**src/hw/rtl/swa_pkg.sv**
```systemverilog
// Shared types and constants for the affine-gap local alignment scorer.
`timescale 1ns / 1ps

package swa_pkg;

    // Command codes carried in tuser
    localparam logic [1:0] CMD_APPEND = 2'd0;
    localparam logic [1:0] CMD_BASE   = 2'd1;
    localparam logic [1:0] CMD_CLEAR  = 2'd2;

    // Configuration register indexes
    localparam logic [1:0] REG_MATCH    = 2'd0;
    localparam logic [1:0] REG_MISMATCH = 2'd1;
    localparam logic [1:0] REG_GAP_OPEN = 2'd2;
    localparam logic [1:0] REG_GAP_EXT  = 2'd3;

    localparam int BEST_W  = 15;
    localparam int COUNT_W = 24;

    localparam logic [BEST_W-1:0]  BEST_MAX  = {BEST_W{1'b1}};
    localparam logic [COUNT_W-1:0] COUNT_MAX = {COUNT_W{1'b1}};

    // Scoring terms broadcast to every cell
    typedef struct packed {
        logic signed [7:0] match_score;
        logic signed [7:0] mismatch_score;
        logic signed [7:0] gap_extend;
        logic signed [8:0] open_ext;     // gap_open + gap_extend
    } t_cfg;

    // Control part of the word that walks down the cell chain
    typedef struct packed {
        logic               valid;
        logic               last;
        logic [7:0]         base;
        logic [BEST_W-1:0]  best;
        logic [COUNT_W-1:0] count;
    } t_pkt;

    // Query load / clear broadcast
    typedef struct packed {
        logic       load;
        logic       clear;
        logic [7:0] base;
    } t_load;

endpackage

```
**src/hw/rtl/swa_cell.sv**
```systemverilog
// One query row of the alignment array: holds its base and last column scores.
`timescale 1ns / 1ps

module swa_cell #(
    parameter int SW  = 16,
    parameter int IW  = 8,
    parameter int IDX = 0
) (
    input  logic                 i_clk,
    input  logic                 i_rst_n,
    input  logic                 i_en,
    input  swa_pkg::t_cfg        i_cfg,
    input  swa_pkg::t_load       i_load,
    input  logic [IW-1:0]        i_load_idx,
    input  swa_pkg::t_pkt        i_pkt,
    input  logic signed [SW-1:0] i_d_up,
    input  logic signed [SW-1:0] i_p_up,
    input  logic signed [SW-1:0] i_d_diag,
    output swa_pkg::t_pkt        o_pkt,
    output logic signed [SW-1:0] o_d_up,
    output logic signed [SW-1:0] o_p_up,
    output logic signed [SW-1:0] o_d_diag
);
    import swa_pkg::*;

    localparam logic signed [SW-1:0] NEG_INF = {1'b1, {(SW-1){1'b0}}};
    localparam logic signed [SW-1:0] SMAX    = {1'b0, {(SW-1){1'b1}}};

    function automatic logic signed [SW-1:0] sat_add(input logic signed [SW-1:0] a,
                                                     input logic signed [SW-1:0] b);
        logic signed [SW:0] s;
        s = {a[SW-1], a} + {b[SW-1], b};
        if (s[SW] != s[SW-1])
            return s[SW] ? NEG_INF : SMAX;
        return s[SW-1:0];
    endfunction

    function automatic logic signed [SW-1:0] smax(input logic signed [SW-1:0] a,
                                                  input logic signed [SW-1:0] b);
        return (a > b) ? a : b;
    endfunction

    logic [7:0]           r_base;
    logic                 r_used;
    logic signed [SW-1:0] r_score;
    logic signed [SW-1:0] r_hgap;
    t_pkt                 r_pkt;
    logic signed [SW-1:0] r_d_up, r_p_up, r_d_diag;

    logic signed [SW-1:0] w_oe, w_ge, w_w;
    logic signed [SW-1:0] w_p, w_q, w_diag, w_d;
    logic signed [32:0]   w_d_x;
    logic [BEST_W-1:0]    w_c;
    logic                 w_active, w_hit;
    t_pkt                 n_pkt;

    assign w_oe = {{(SW-9){i_cfg.open_ext[8]}}, i_cfg.open_ext};
    assign w_ge = {{(SW-8){i_cfg.gap_extend[7]}}, i_cfg.gap_extend};
    assign w_w  = (r_base == i_pkt.base)
                ? {{(SW-8){i_cfg.match_score[7]}}, i_cfg.match_score}
                : {{(SW-8){i_cfg.mismatch_score[7]}}, i_cfg.mismatch_score};

    assign w_active = i_pkt.valid && r_used;
    assign w_hit    = i_load.load && (i_load_idx == IW'(IDX));

    always_comb begin
        // vertical gap from the row above, horizontal gap from this row's last column
        w_p    = smax(sat_add(i_d_up, w_oe),
                      (i_p_up == NEG_INF) ? NEG_INF : sat_add(i_p_up, w_ge));
        w_q    = smax(sat_add(r_score, w_oe),
                      (r_hgap == NEG_INF) ? NEG_INF : sat_add(r_hgap, w_ge));
        w_diag = sat_add(i_d_diag, w_w);
        w_d    = smax(smax('0, w_diag), smax(w_p, w_q));
        w_d_x  = {{(33-SW){w_d[SW-1]}}, w_d};
        w_c    = (w_d_x > 33'sd32767) ? BEST_MAX : w_d_x[BEST_W-1:0];

        n_pkt = i_pkt;
        if (w_active) begin
            if (w_c > i_pkt.best) begin
                n_pkt.best  = w_c;
                n_pkt.count = COUNT_W'(1);
            end else if (w_c == i_pkt.best && i_pkt.count != COUNT_MAX) begin
                n_pkt.count = i_pkt.count + COUNT_W'(1);
            end
        end
    end

    // control state
    always_ff @(posedge i_clk) begin
        if (!i_rst_n) begin
            r_used <= 1'b0;
            r_pkt  <= '0;
        end else begin
            if (w_hit)
                r_used <= 1'b1;
            else if (i_load.clear)
                r_used <= 1'b0;
            if (i_en)
                r_pkt <= n_pkt;
        end
    end

    // payload: base, column scores, scores handed down
    always_ff @(posedge i_clk) begin
        if (w_hit) begin
            r_base  <= i_load.base;
            r_score <= '0;
            r_hgap  <= NEG_INF;
        end else if (i_en && w_active) begin
            r_score <= i_pkt.last ? '0 : w_d;
            r_hgap  <= i_pkt.last ? NEG_INF : w_q;
        end
        if (i_en) begin
            r_d_up   <= w_d;
            r_p_up   <= w_p;
            r_d_diag <= r_score;
        end
    end

    assign o_pkt    = r_pkt;
    assign o_d_up   = r_d_up;
    assign o_p_up   = r_p_up;
    assign o_d_diag = r_d_diag;

endmodule

```
**config.mk**
```make
export PLATFORM = sky130hd
export DESIGN_NAME = swa_cell
export DESIGN_NICKNAME = d
export VERILOG_FILES = /design/src/hw/rtl/swa_pkg.sv /design/src/hw/rtl/swa_cell.sv
export SDC_FILE = /design/constraint.sdc
export NUM_CORES = 1
export LEC_CHECK = 0
export ABC_AREA = 1
export BUFFER_PORTS_ARGS = -buffer_cell sky130_fd_sc_hd__buf_4
export CAP_MARGIN = 25
export CORE_MARGIN = 1
export CORE_UTILIZATION = 48
export CTS_CLUSTER_DIAMETER = 150
export DETAILED_ROUTE_END_ITERATION = 8
export HOLD_SLACK_MARGIN = 0.12
export PLACE_DENSITY = 0.68
export REMOVE_ABC_BUFFERS = 1
export SYNTH_ARGS = -nofsm -noshare
export SYNTH_HDL_FRONTEND = slang
export SYNTH_SLANG_ARGS = --single-unit
```
**constraint.sdc**
```tcl
create_clock -name i_clk -period 12.8 [get_ports i_clk]
set_input_delay 1.92 -clock i_clk [delete_from_list [all_inputs] [get_ports i_clk]]
set_output_delay 1.92 -clock i_clk [all_outputs]
set_load 0.02 [all_outputs]
```
### Word-level counts from Yosys, hierarchy flattened

Cells that the tools add are included.

* bits in registers: 138
* bits of input ports: 151
* output and inout port bits: 97
* logic and storage cells: 78

* add/subtract/negate cells: 6
* order comparisons: 7
* equal/unequal tests: 10
* multiplexer cells: 37
* reduce and logical (&&, ||, !) cells: 6

Operators with widths (number)
* $mux W16: 25
* $gt A16 B16 Y1: 4
* $mux W24: 2
* $mux W39: 1
* $add A16 B8 Y17: 2
* $add A16 B9 Y17: 2
* $eq A16 B16 Y1 const B: 2
* $mux W15: 2
* $add A24 B1 Y24 const B: 1
* $ne A24 B24 Y1 const B: 1
* $add A16 B16 Y17: 1
* $gt A1 B16 Y1 const A: 1
* $gt A16 B16 Y1 const B: 1
* $eq A15 B15 Y1: 1
* $gt A15 B15 Y1: 1
* $eq A8 B8 Y1: 1
* $logic_not A8 Y1: 1
* $mux W1: 7
* $ne A1 B1 Y1: 5
* $logic_and A1 B1 Y1: 4
* $reduce_bool A2 Y1: 1

### Depth between registers and ports, before layout

Gate-level depths: netlist of the first run.

* word-level depth: 18
* gate-level depth with buffers: 75
* mapped depth without buffers: 72

### Worst setup path after synthesis of the first run

No wires, ideal clock.

* kind: in2reg
* start point: input i_cfg[9] in the netlist's numbering
* end point: register r_pkt (netlist bit o_pkt[16])
* library setup time: 0.116 ns
* arrival: 10.217 ns
* data required time: 12.684 ns
* slack: 2.467 ns
* stages on the path: 72
* path buffers: 5
* cells stage by stage: ha_1 -> inv_1 -> fa_1 -> inv_1 -> nand3_1 -> nand2_2 -> nand2_1 -> nand2_1 -> nand2_1 -> nand2_1 -> nand2_2 -> and2_1 -> ha_1 -> inv_1 -> clkbuf_1 -> nand2_1 -> o21ai_0 -> inv_1 -> [... 36 more ...] -> nand2_2 -> inv_1 -> buf_2 -> nand2_1 -> and2_1 -> ha_1 -> inv_1 -> nor3_1 -> nand2_1 -> o311ai_1 -> nand2_1 -> nand2_1 -> nand3_1 -> nor2_2 -> inv_1 -> clkbuf_1 -> o211ai_1 -> inv_1

* longest elaborated chain between the ends: 18
* elaborated cells on any way between the ends: 30
* those cells by class: add/sub (2); order compare (6); eq/ne (3); mux (18); reduce/logical (1)

RTL lines
* start, declared: line swa_cell.sv:12 `input swa_pkg::t_cfg i_cfg,`
* $add A16 B8 Y17 *: line swa_cell.sv:32 `s = {a[SW-1], a} + {b[SW-1], b};`
* $mux W16 / $ne A1 B1 Y1 (equally long branches): line swa_cell.sv:34, swa_cell.sv:33
* $mux W16 / $mux W1 (equally long branches): line swa_cell.sv:33 `if (s[SW] != s[SW-1])`
* $mux W16 *: line swa_cell.sv:35 `return s[SW-1:0];`
* $mux W16 *: line swa_cell.sv:69 `(i_p_up == NEG_INF) ? NEG_INF : sat_add(i_p_up, w_ge));`
* $gt A16 B16 Y1: line swa_cell.sv:40 `return (a > b) ? a : b;`
* $mux W16 *: line swa_cell.sv:40
* via w_p[5]: line swa_cell.sv:51 `logic signed [SW-1:0] w_p, w_q, w_diag, w_d;`
* $gt A16 B16 Y1: line swa_cell.sv:40
* $mux W16 *: line swa_cell.sv:40
* $gt A16 B16 Y1: line swa_cell.sv:40
* $mux W16 *: line swa_cell.sv:40
* $gt A16 B16 Y1: line swa_cell.sv:75 `w_c = (w_d_x > 33'sd32767) ? BEST_MAX : w_d_x[BEST_W-1:0];`
* $mux W15 *: line swa_cell.sv:75
* branches (longest 3 deep; another with $gt A15 B15 Y1)
* $mux W24 *: line swa_cell.sv:79 `if (w_c > i_pkt.best) begin`
* $mux W39 *: line swa_cell.sv:78 `if (w_active) begin`
* end signal, assigned: line swa_cell.sv:99 `r_pkt <= n_pkt;`
* end, declared: line swa_cell.sv:47 `t_pkt r_pkt;`

Mark *: on every way through the listed nets, which the timed path passes. The select of a mux whose other input is x is not followed.
A chain may end at the register's enable or synchronous reset.

### Final worst setup path of the first run

* start point: input i_cfg[8] in the netlist's numbering
* end point: register r_pkt (netlist bit o_pkt[18])

* longest elaborated chain between the ends: 17
* elaborated cells on any way between the ends: 28
* those cells by class: add/sub (2); order compare (6); eq/ne (3); mux (16); reduce/logical (1)

RTL lines (line)
* $add A16 B9 Y17 *: swa_cell.sv:32
* $mux W16 / $ne A1 B1 Y1 (equally long branches): swa_cell.sv:34, swa_cell.sv:33
* $mux W16 / $mux W1 (equally long branches): swa_cell.sv:33
* $mux W16 *: swa_cell.sv:35
* $gt A16 B16 Y1: swa_cell.sv:40
* $mux W16 *: swa_cell.sv:40
* via w_p[15]: swa_cell.sv:51
* $gt A16 B16 Y1: swa_cell.sv:40
* $mux W16 *: swa_cell.sv:40
* $gt A16 B16 Y1: swa_cell.sv:40
* $mux W16 *: swa_cell.sv:40
* $gt A16 B16 Y1: swa_cell.sv:75
* $mux W15 *: swa_cell.sv:75
* branches (longest 3 deep; another with $gt A15 B15 Y1)
* $mux W24 *: swa_cell.sv:79
* $mux W39 *: swa_cell.sv:78

Marked as above.

==> flow_summary.json, run 1 <==
{
  "critical_path.max_stage_delay_ns": 0.47,
  "p_leak_nw": 9.57,
  "cts_tree": "done",
  "fin_skew_ns": 0.0139,
  "num_vias": 15800,
  "coreArea_um2": 30700,
  "ys_ff_latch": 138,
  "hold_violations": 0,
  "drt-initial-drc-count": 1262,
  "hold_class": "reg -> reg",
  "powerDensity_nw_per_um2": 252,
  "grt_pass1_vias": 14500,
  "synthTopCellsByArea": "nand2_1 (17%), ha_1 (14%), edfxtp_1 (11%)",
  "areaGrowthSynthToFinish_pct": 19.0,
  "finalPower_w": 0.00449,
  "startpoint_type": "primary input",
  "async_flop_share_pct": 0,
  "tns_ns": 0,
  "path_delay_family": "simple AND/OR/NAND/NOR gates",
  "final-instance-count-excl-fill": 2972,
  "fin_crit_sh_pct": 92.4,
  "fin_crit_ns": 11.83,
  "critPathBufInv": 8,
  "drive_above_1_share_pct": 15.5,
  "postCtsHoldBufs": 0,
  "path_clk_slew_ns": 0.06,
  "ant_nets": 0,
  "final_nets": 2887,
  "crit_path_max_fanout": 17,
  "fin_util_pct": 58.2,
  "antenna_found_initial": 0,
  "synth-seq-area-share_pct": 22.2,
  "track_usage_pct": 30.2,
  "portBuffers": 247,
  "yosys-top-cells-count": "nand2_1 (663), inv_1 (363), nand3_1 (212), ha_1 (168), nor2_1 (163)",
  "dp_cells": 2939,
  "dr.pass1.iters": 6,
  "fp.dieW_um": 179,
  "rr_worst_depth": 65,
  "ir_drop_mv": 0.183,
  "syn_inst": 2334,
  "cts_sinks": 138,
  "drt-vias-per-instance": 5.33,
  "crit_top_cell": "nand2_1",
  "worst_ep_arrival_time_ns": 12.15,
  "holdWs_ns": 0.464,
  "syn_area_per_cell_um2": 6.42,
  "start_util_pct": 48.9,
  "die-area_um2": 31900,
  "fp.dieH_um": 179,
  "crit_type": "in -> reg",
  "dp_hpwl_um": 40500,
  "clk_latency_ns": 0.43,
  "holdPathStages": 2,
  "yosys_warnings": 0,
  "fmax_ghz": 0.0846,
  "num_rows": 64,
  "overflow": 0,
  "synthFlopType": "dfxtp_1",
  "status": "completed",
  "numCtsBuffers": 17,
  "cts_root_buf": "clkbuf_16",
  "grt_pass1_wl_um": 74900,
  "grt_max_degree": 76,
  "pin_count": 248,
  "synth.distinct_cells": 50,
  "htree_levels": 4,
  "setup_viol": 0,
  "yosysTopAreaCell": "nand2_1",
  "syn_area_um2": 15000,
  "cp.required_ns": 13.13,
  "wl_per_cell_um": 16.4,
  "post-synth-top-count-cell": "nand2_1",
  "drc": 0,
  "maxCapViolCount": 0,
  "routed_wl_um": 48700,
  "slew_headroom_pct": 44.8,
  "synth_edf_count": 56,
  "cts_buffer_depth": 2,
  "fillers": 3025,
  "diodes": 0,
  "rsz0062_at_grt": "no",
  "place.gp.congestion": 0.994,
  "synth_top_area_share_pct": 16.6,
  "tightestPinTransition_ns": 0.828,
  "cp-end-kind": "flip-flop",
  "drv_slew": 0,
  "cp.depth": 58,
  "cp_slowest_cell": "ha_1"
}
## logic make-up (layout without fill, tap and decap cells)
kind of cell	after synthesis	count (layout)	share of synthesized area, %
mux	8	8	0.601
buf+inv	418	660	11.1
flops	138	138	22.2
simple gates	1261	1261	38.5
compound gates	287	287	10.1
xor+xnor	48	48	2.91
other cells	1	1	0.0250
fa+ha+maj	173	173	14.7
## layout by cell type, fill, tap and decap left out, types with 9 or more instances in the layout
master     instances
a21oi_1          156
and2_1            68
buf_4            256
clkbuf_16         17
dfxtp_1           82
edfxtp_1          56
ha_1             168
inv_1            362
nand2_1          662
nand2_2           16
nand3_1          212
nand3_2           37
nand4_1           26
nor2_1           162
nor3_1            26
nor4_1             9
o21ai_0           92
o21ai_1           15
or2_2             16
xor2_1            41
## state kept, by name, summed over array words and instances, names as in the netlist
register	cells
o_pkt	49
r_used	1
r_hgap	16
o_d_up	16
o_d_diag	16
o_p_up	16
r_base	8
r_score	16
## per-stage QoR
stage | setup WS, ns | area (um2)
after floorplan | 1.98 | 14700
after global placement | 0.355 | 17100
after detailed placement | 0.271 | 17200
after CTS | 0.708 | 17800
after global routing | 0.00270 | 17800
final | 0.973 | 17800
## tightest hold or removal path, delay by kind of cell, from the launching register on
kind            cells  cell delay (ns)
simple gates        1             0.06
compound gates      1             0.05
flops               1             0.31
## cell type report
| class | count | area (um2) | area share (%) |
|---|---|---|---|
| multi-input combinational | 1778 | 10000 | 56.2 |
| tap | 396 | 495 | 2.78 |
| clock buffer | 17 | 425 | 2.39 |
| sequential | 138 | 3320 | 18.6 |
| clock inverter | 15 | 223 | 1.25 |
| timing repair buffer | 257 | 1950 | 10.9 |
| inverter | 371 | 1400 | 7.85 |
## routing by layer
| metal | GRT usage [%] | share of wire [%] |
|---|---|---|
| met4 | 10.9 | 3.4 |
| met5 | 0 | 0 |
| met1 | 41.6 | 46 |
| met2 | 48.4 | 45 |
| met3 | 3.58 | 6.0 |
## timing repair
action / 4_1_cts / 5_1_grt
setup buffers: 0 / 1
gates resized for setup: 0 / 4
endpoints found under the setup margin: 0 / 39
## report_power, final
| part | total (W) | switching (W) | internal, W | leakage (nW) |
|---|---|---|---|---|
| combinational | 0.00332 | 0.00218 | 0.00114 | 8.03 |
| sequential | 0.000624 | 0.0000260 | 0.000598 | 1.22 |
| clock | 0.000551 | 0.000205 | 0.000346 | 0.311 |
## worst paths after layout
path | startpoint | end | slack (ns)
worst max-delay path | i_cfg[8] | o_pkt[18] | 0.97
worst min-delay path | o_pkt[11] | o_pkt[11] | 0.46
worst max register to register | r_score[2] | o_pkt[18] | 2.47
worst min register to register | o_pkt[11] | o_pkt[11] | 0.46
No activity file was read; power rests on OpenSTA's default activity.
==> run 2: changes to the inputs <==
clock period = 13.4 ns   (was 12.8 ns; I/O delays follow)
==> flow_summary.json, run 2 (synthesis gave the netlist of run 1 again) <==
{
  "dp_hpwl_um": 40400,
  "fmax_ghz": 0.0802,
  "track_usage_pct": 30.4,
  "maxCapViolCount": 0,
  "clkPwrFrac_pct": 11.0,
  "fin_crit_ns": 12.47,
  "areaGrowthSynthToFinish_pct": 18.5,
  "grt_pass1_wl_um": 75300,
  "num_vias": 15800,
  "ant_nets": 0,
  "layout_common_cells": "nand2_1 (663), inv_1 (362), buf_4 (253)",
  "grt_max_degree": 76,
  "layout_commonest_cell": "nand2_1",
  "power_switching_share_pct": 54.7,
  "routed_wl_um": 48800,
  "ir_drop_mv": 0.169,
  "cts_sinks": 138,
  "slew_headroom_pct": 40.5,
  "cp-end-kind": "flip-flop",
  "num_rows": 64,
  "htree_levels": 4,
  "drt-vias-per-instance": 5.32,
  "wl_per_cell_um": 16.4,
  "regArea_um2": 3320,
  "internal-power_w": 0.00190,
  "antenna_found_initial": 0,
  "cp.required_ns": 13.76,
  "combPwrFrac_pct": 74.8,
  "multi_input_area_um2": 10000,
  "drive_above_1_share_pct": 15.2,
  "rsz0062_at_grt": "no",
  "worst_ep_arrival_time_ns": 12.83,
  "diodes": 0,
  "hold_violations": 0,
  "drt-initial-drc-count": 1174,
  "tightestPinTransition_ns": 0.892,
  "dp_cells": 2938,
  "crit_type": "in -> reg",
  "numCtsBuffers": 17,
  "cts_root_buf": "clkbuf_16",
  "seqPwrFrac_pct": 14.3,
  "cts_buffer_depth": 2,
  "crit_top_cell": "nand2_1",
  "fin_skew_ns": 0.0149,
  "cts_tree": "done",
  "cp_slowest_cell": "ha_1",
  "tns_ns": 0,
  "fillers": 3042,
  "portBuffers": 247,
  "status": "completed",
  "path_clk_slew_ns": 0.06,
  "grt_pass1_vias": 14500,
  "power.switching_w": 0.00229,
  "final-instance-count-excl-fill": 2970,
  "powerDensity_nw_per_um2": 236,
  "largest_register_ff_count": 49,
  "hold_class": "reg -> reg",
  "die-area_um2": 31900,
  "fp.dieW_um": 179,
  "pin_count": 248,
  "overflow": 0,
  "drc": 0,
  "fp.dieH_um": 179,
  "clk_latency_ns": 0.44,
  "final_nets": 2885,
  "fin_crit_sh_pct": 93.0,
  "setup_viol": 0,
  "start_util_pct": 48.9,
  "drv_slew": 0,
  "crit_path_max_fanout": 17,
  "coreArea_um2": 30700,
  "critical_path.max_stage_delay_ns": 0.47,
  "place.gp.congestion": 0.974,
  "dr.pass1.iters": 6,
  "startpoint_type": "primary input",
  "p_leak_nw": 9.53
}
==> run 2: worst paths after layout <==
path | start | endpoint | slack (ns) | cells past startpoint
min | o_pkt[47] | o_pkt[47] | 0.47 | 2
max | i_cfg[8] | o_pkt[24] | 0.93 | 62
min reg2reg | o_pkt[47] | o_pkt[47] | 0.47 | 2
max reg2reg | r_score[2] | o_pkt[24] | 2.64 | 63
==> run 2: power by group through the flow <==
| stage | clock, W | sequential (W) | combinational, W |
|---|---|---|---|
| floorplan | 0 | 0.000684 | 0.00204 |
| global placement | 0 | 0.000605 | 0.00300 |
| detailed placement | 0 | 0.000606 | 0.00305 |
| CTS | 0.000464 | 0.000598 | 0.00307 |
| global route | 0.000480 | 0.000603 | 0.00347 |
| finish | 0.000460 | 0.000597 | 0.00313 |
==> run 2: timing repair <==
action                                  4_1_cts  5_1_grt
gates resized for setup                       0        2
hold buffers                                  0        0
endpoints found under the setup margin        0       36
setup buffers                                 0        0
==> run 2: metal layers <==
layer  track usage (%)  part of all wire [%]  vias to the layer above
li1                  -                     -                     8005
met1              41.5                    46                     7148
met2              49.1                    45                      568
met3              3.75                   5.8                       87
met4              10.6                   3.0                        0
met5                 0                     0                        -
==> run 2: per-stage QoR <==
step                hold slack [ns]  worst slack [ns]  util (%)  instance area [um2]  power, W
finish                        0.467             0.934      57.9                17700   0.00419
global route                  0.483            0.0249      57.9                17700   0.00455
CTS                           0.467             0.936      57.8                17700   0.00413
detailed placement            0.450             0.512      56.0                17200   0.00366
global placement              0.451             0.669      55.8                17100   0.00361
floorplan                     0.435              2.49         -                14700   0.00273
==> run 2: worst max-delay path: cells and delay by family <==
family | cells | cell delay, ns
and+or+nand+nor | 34 | 4.87
adders and majority gates | 6 | 2.07
buffers and inverters | 9 | 1.60
xor gates and xnor gates | 1 | 0.22
AOI/OAI and AO/OA | 12 | 2.07
==> run 2: final cells by class <==
class                   instances  share of cell area, %
multi-input cells            1778                   56.4
repair buffers                255                   11.0
well taps                     396                   2.79
clock buffers                  24                   2.84
flip-flops and latches        138                   18.7
clock inverters                 8                  0.338
inverters                     371                   7.87
